File: src/rtl/irru_pkg.sv
`default_nettype none
// ----------------------------------------------------------------------------
// irru_pkg
// Payload types and command / status codes for the inverse row update block.
// ----------------------------------------------------------------------------
package irru_pkg;

   localparam int unsigned IdxWidth  = 3;
   localparam int unsigned DataWidth = 32;

   typedef enum logic [1:0] {
      CMD_WRITE_INV = 2'd0,
      CMD_WRITE_ROW = 2'd1,
      CMD_UPDATE    = 2'd2,
      CMD_READ      = 2'd3
   } cmd_type;

   typedef enum logic [1:0] {
      STATUS_OK        = 2'd0,
      STATUS_ZERO_RATIO = 2'd1,
      STATUS_SATURATED = 2'd2
   } status_type;

   typedef struct packed {
      cmd_type                      cmd;
      logic [IdxWidth-1:0]          row_index;
      logic [IdxWidth-1:0]          col_index;
      logic signed [DataWidth-1:0]  element_value;
      logic signed [DataWidth-1:0]  ratio;
   } req_type;

   typedef struct packed {
      logic signed [DataWidth-1:0]  read_value;
      status_type                   status;
   } rsp_type;

   // request from sequencer to divider
   typedef struct packed {
      logic                         start;
      logic signed [63:0]           dividend;
      logic signed [DataWidth-1:0]  divisor;
   } div_req_type;

   typedef struct packed {
      logic                         done;
      logic signed [63:0]           quotient;
   } div_rsp_type;

   // saturate a 64-bit value to 32 bits, flagging a clip in the top bit
   function automatic logic [DataWidth:0] sat32(input logic signed [63:0] v);
      logic [DataWidth:0] r;
      if (v > 64'sd2147483647)        r = {1'b1, 32'h7FFF_FFFF};
      else if (v < -64'sd2147483648)  r = {1'b1, 32'h8000_0000};
      else                            r = {1'b0, v[31:0]};
      return r;
   endfunction

endpackage : irru_pkg
`default_nettype wire

File: src/rtl/irru_div.sv
`default_nettype none
// ----------------------------------------------------------------------------
// irru_div
// Signed restoring divider, one quotient bit a cycle, truncating to zero.
// ----------------------------------------------------------------------------
module irru_div (
   input  wire logic                 clock,
   input  wire logic                 reset,
   input  wire irru_pkg::div_req_type div_req,
   output irru_pkg::div_rsp_type      div_rsp
);

   logic [63:0] rem_ff, rem_in;
   logic [63:0] quo_ff, quo_in;
   logic [31:0] dvs_ff, dvs_in;
   logic        neg_ff, neg_in;
   logic [6:0]  cnt_ff, cnt_in;
   logic        busy_ff, busy_in;
   logic        done_ff, done_in;
   logic [64:0] trial;
   logic [63:0] shifted;

   always_comb begin
      rem_in  = rem_ff;
      quo_in  = quo_ff;
      dvs_in  = dvs_ff;
      neg_in  = neg_ff;
      cnt_in  = cnt_ff;
      busy_in = busy_ff;
      done_in = 1'b0;
      shifted = {rem_ff[62:0], quo_ff[63]};
      trial   = {1'b0, shifted} - {33'd0, dvs_ff};
      if (div_req.start) begin
         rem_in  = '0;
         quo_in  = div_req.dividend[63] ? 64'(-div_req.dividend) : div_req.dividend;
         dvs_in  = div_req.divisor[31] ? 32'(-div_req.divisor) : div_req.divisor;
         neg_in  = div_req.dividend[63] ^ div_req.divisor[31];
         cnt_in  = 7'd0;
         busy_in = 1'b1;
      end else if (busy_ff) begin
         if (!trial[64]) begin
            rem_in = trial[63:0];
            quo_in = {quo_ff[62:0], 1'b1};
         end else begin
            rem_in = shifted;
            quo_in = {quo_ff[62:0], 1'b0};
         end
         cnt_in = cnt_ff + 7'd1;
         if (cnt_ff == 7'd63) begin
            busy_in = 1'b0;
            done_in = 1'b1;
         end
      end
   end

   always_ff @(posedge clock) begin
      if (reset) begin
         busy_ff <= 1'b0;
         done_ff <= 1'b0;
      end else begin
         busy_ff <= busy_in;
         done_ff <= done_in;
      end
      rem_ff <= rem_in;
      quo_ff <= quo_in;
      dvs_ff <= dvs_in;
      neg_ff <= neg_in;
      cnt_ff <= cnt_in;
   end

   assign div_rsp.done     = done_ff;
   assign div_rsp.quotient = neg_ff ? 64'(-quo_ff) : quo_ff;

endmodule : irru_div
`default_nettype wire

File: config.mk
export PLATFORM = sky130hd
export DESIGN_NAME = irru_div
export DESIGN_NICKNAME = d
export VERILOG_FILES = /design/src/rtl/irru_pkg.sv /design/src/rtl/irru_div.sv
export SDC_FILE = /design/constraint.sdc
export NUM_CORES = 1
export LEC_CHECK = 0
export ABC_AREA = 1
export BUFFER_PORTS_ARGS = -buffer_cell sky130_fd_sc_hd__buf_2
export CAP_MARGIN = 20
export CORE_MARGIN = 4
export CORE_UTILIZATION = 45
export DETAILED_ROUTE_END_ITERATION = 12
export GPL_TIMING_DRIVEN = 0
export PLACE_DENSITY_LB_ADDON = 0.1
export SYNTH_ARGS = -nofsm -noshare
export SYNTH_HDL_FRONTEND = slang
export SYNTH_SLANG_ARGS = --single-unit
File: constraint.sdc
create_clock -name clock -period 3.8 [get_ports clock]
set_input_delay 0.76 -clock clock [delete_from_list [all_inputs] [get_ports clock]]
set_output_delay 0.76 -clock clock [all_outputs]
set_load 0.005 [all_outputs]
# ---- Yosys cells after proc, flatten, opt, wreduce, memory -nomap -nowiden
# Cells that the tools add are included.
dict set report word_totals {
  ff_bits 169
  latch_bits 0
  ram_bits 0
  rom_bits 0
  output_inout_bits 65
  word_cells 29
  mem_count 0
}
dict set report op_classes {
  addsub 5
  multipliers 0
  div 0
  magnitude_cmp 0
  n_eq_ne 1
  shift 0
  n_mux 11
  bitwise 2
  reduce_logical 2
}
# operator n
set ops {}
lappend ops {{64-bit 2-to-1 mux} 4}
lappend ops {{64-bit negator} 2}
lappend ops {{64-bit by 32-bit subtractor with 65-bit output} 1}
lappend ops {{63-bit 2-to-1 mux} 1}
lappend ops {{32-bit negator} 1}
lappend ops {{31-bit 2-to-1 mux} 1}
lappend ops {{7-bit by 1-bit adder with 7-bit output (second input constant)} 1}
lappend ops {{7-bit by 6-bit == test with 1-bit output (second input constant)} 1}
lappend ops {{1-bit 2-to-1 mux} 5}
lappend ops {{3-bit OR reduction} 1}
lappend ops {{2-bit nonzero test} 1}
lappend ops {{1-bit inverter} 1}
lappend ops {{1-bit bitwise XOR} 1}

# ---- Logic depth before layout (Yosys ltp)
dict set report logic_depth {
  ltp_word 4
  ltp_mapped 18
  ltp_nobuf 16
}

# ---- Worst setup path after synthesis
# OpenSTA, ideal clock, no wires.
dict set report synth_path {
  path_type {input to register}
  from {in div_req[96] (netlist name)}
  to {reg quo_ff[0], enable pin}
  setup_time_ns 0.423
  t_arrival_ns 2.652
  setup_slack_ns 0.725
  path_stages 4
  cell_sequence {clkbuf_1 nor2_1 clkbuf_1 inv_1}
}
dict set report synth_via {
  elab_chain_len 1
}
# item line
set synth_rtl {}
lappend synth_rtl {{start, declared} irru_div.sv:9} ;# input wire irru_pkg::div_req_type div_req,
lappend synth_rtl {{2-bit nonzero test (no line)} --}
lappend synth_rtl {{end signal, assigned} irru_div.sv:65} ;# quo_ff <= quo_in;
lappend synth_rtl {{end, declared} irru_div.sv:14} ;# logic [63:0] quo_ff, quo_in;
# Every way passes these cells.
# A chain may end at the register's enable or synchronous reset.

==> flow_summary.json <==
{
  "leakage_uw": 0.008604,
  "crit_arrival_ps": 2910,
  "clock_path_buffers": 2,
  "r2r_start": "quo_ff[63]",
  "hold_end": "rem_ff[62]",
  "p_total_uw": 12620,
  "yosysWarnings": 0,
  "layout.cells.non_filler": 3145,
  "overflow": 0,
  "whs_ps": 456.3,
  "slew_headroom_pct": 37.86,
  "area_growth_pct": 13.04,
  "irDropWorstVdd_mv": 0.4778,
  "synth_seq_area_share_pct": 28.21,
  "ff2ff_setup_slack_ps": 510,
  "ys.flop_type": "edfxtp_1",
  "die_w_um": 193.2,
  "synth_nets": 2635,
  "synth.distinct_cells": 45,
  "synth.ff_latch_count": 169,
  "syn_avg_cell_area_um2": 6.177,
  "route.detailed.drc": 0,
  "die_h_um": 193.2,
  "hold_viol_final": 0,
  "cts.sinks": 169,
  "cts_tree": "yes",
  "clock_latency_ps": 470,
  "syn_inst": 2499,
  "fin_worst_skew_ps": 16.31,
  "postSynth.asyncResetShare_pct": 0,
  "dp.cells": 3110,
  "synth_top_cell_area_share_pct": 19.62,
  "yosysMostFrequentCell": "nand2_1",
  "hpwl_mm": 49.49,
  "cts-hold-fix-buffers": 0,
  "crit_path_start_kind": "flop",
  "htreeDepth": 4,
  "drtIter0Drc": 1580,
  "grt_usage_pct": 30.95,
  "drt-vias-per-instance": 5.358,
  "numCtsBuffers": 17,
  "cp-end-kind": "output pin",
  "outcome": "completed",
  "grt_start_max_net_pins": 71,
  "hold_depth": 2,
  "cp.required_ps": 3040,
  "power_density_nw_per_um2": 723.0,
  "synth-edff-count": 97,
  "register_area_um2": 4354,
  "rsz0062_at_grt": "true",
  "r2r_cells": 17,
  "postRouteAntennaNets": 0,
  "num_vias": 16850,
  "io_buffers": 162,
  "tns_ps": 0,
  "cts.reportedPaths.clkPinSlew_ps": 70,
  "boundaryPins": 164,
  "antenna_found_initial": 6,
  "drv_cap": 0,
  "firstDrtPassIters": 7,
  "hp-class": "reg2reg",
  "nets": 2817,
  "netlist_area_um2": 15440,
  "fmaxAchievable_ghz": 0.2728,
  "min_period_ps": 3666,
  "ys_top_cells_by_count": "807 x nand2_1, 367 x inv_1, 321 x nor2_1",
  "dieArea_um2": 37330,
  "core_um2": 33700,
  "tightestPinTransition_ps": 932.0,
  "synth.area.top_cells": "nand2_1 20%, edfxtp_1 19%, dfxtp_1 9.3%",
  "r2r-end": "rem_ff[59]",
  "wl_mm": 59.75,
  "grt_pass1_vias": 15900,
  "critPathMaxFanout": 5,
  "grt_pass1_wl_mm": 90.91,
  "initial_utilization_pct": 45.80,
  "layout-drive-gt1-share_pct": 10.84,
  "wl_per_cell_um": 19.00,
  "rows": 67,
  "finalMaxSlewViolations": 0,
  "finalCritPeriodShare_pct": 96.47,
  "critPathKind": "reg2out",
  "multiInputGateArea_um2": 9375,
  "synth_largest_area_cell": "nand2_1",
  "root_buffer": "clkbuf_16",
  "place_congestion": 1.025,
  "fill_cells": 3628,
  "setup_violations": 0,
  "hold_start": "rem_ff[62]"
}
registers in the layout, indices dropped and copies added (netlist names):
register and flops:
done_ff 1, rem_ff 63, dvs_ff 32, quo_ff 64
neg_ff 1, cnt_ff 7, busy_ff 1
cell type report:
cell class                 instances  share of cell area, %
multi-input combinational       1898                  53.73
sequential                       169                  24.95
inverter                         372                  8.017
timing repair buffer             163                  4.804
tap                              448                  3.212
clock buffer                      18                  2.459
buffer                            60                  1.807
clock inverter                    14                 0.9752
antenna                            3                0.04302
cell families after synthesis:
family	share of synthesized area (%)
AO/OA/AOI/OAI	8.576
XOR/XNOR	7.887
buffers and inverters	11.09
adder cells (fa/ha/maj)	3.048
AND/OR/NAND/NOR	41.19
flip-flops	28.21
stage by stage:
stage	worst slack, ps	area [µm²]	utilization (%)
2_1_floorplan	724.7	15440	-
3_3_place_gp	-1301	16810	49.87
3_5_place_dp	78.65	16840	49.96
4_1_cts	179.4	17440	51.74
5_1_grt	-21.94	17450	51.78
6_report	134.2	17450	51.78
repair_timing:
action,in CTS,in global routing
setup endpoints to repair,0,2
buffers inserted,0,0
resized for setup,0,1
critical path: stages (launching register included):
cell and delay, ps:
edfxtp_1 510, nor2_1 240, inv_1 90, nor2_1 240
nand3_1 170, nor3_1 550, nand2_1 190, xor2_1 170
nand2_1 50, o21ai_0 90, buf_2 160
worst max path at each step:
stage	cells after the start	slack, ps	endpoint	startpoint
floorplan	4	720	quo_ff[0]	div_req[96]
global placement	5	-1300	quo_ff[6]	div_req[96]
detailed placement	9	80	rem_ff[18]	div_req[96]
CTS	10	180	div_rsp[60]	quo_ff[17]
global route	10	-20	div_rsp[60]	quo_ff[17]
finish	10	130	div_rsp[62]	quo_ff[12]
power breakdown:
part / total, µW / internal (µW) / switching (µW)
sequential: 2870 / 2410 / 467
combinational: 7890 / 2480 / 5410
clock: 1850 / 1040 / 815
placed cells by master, fill, tap and decap left out, types with 4 or more instances in the layout:
cell type	n
nor2_2	13
inv_1	366
nand3b_1	7
nand3_2	4
clkbuf_1	36
clkbuf_16	17
o31ai_1	4
xnor2_1	38
nor3_1	46
or2_2	14
edfxtp_1	97
clkinv_2	4
xor2_1	101
buf_2	171
ha_1	36
inv_2	5
nand2_1	807
o21ai_0	102
dfxtp_1	72
o21bai_1	6
nand3_1	174
o211ai_2	17
o211ai_1	4
nor4_1	12
nand2_2	10
a31oi_1	10
o21ai_1	22
nor2_1	321
buf_6	8
a21oi_1	42
buf_1	5
nand4_1	85
metal layers:
layer	vias to the layer above	routed length [µm]	global-route usage [%]
met4	6	1909	10.57
li1	8354	-	-
met1	7758	26680	42.17
met2	631	26820	50.20
met3	101	4298	5.010
met5	-	39	0
No activity file was read; power rests on OpenSTA's default activity.
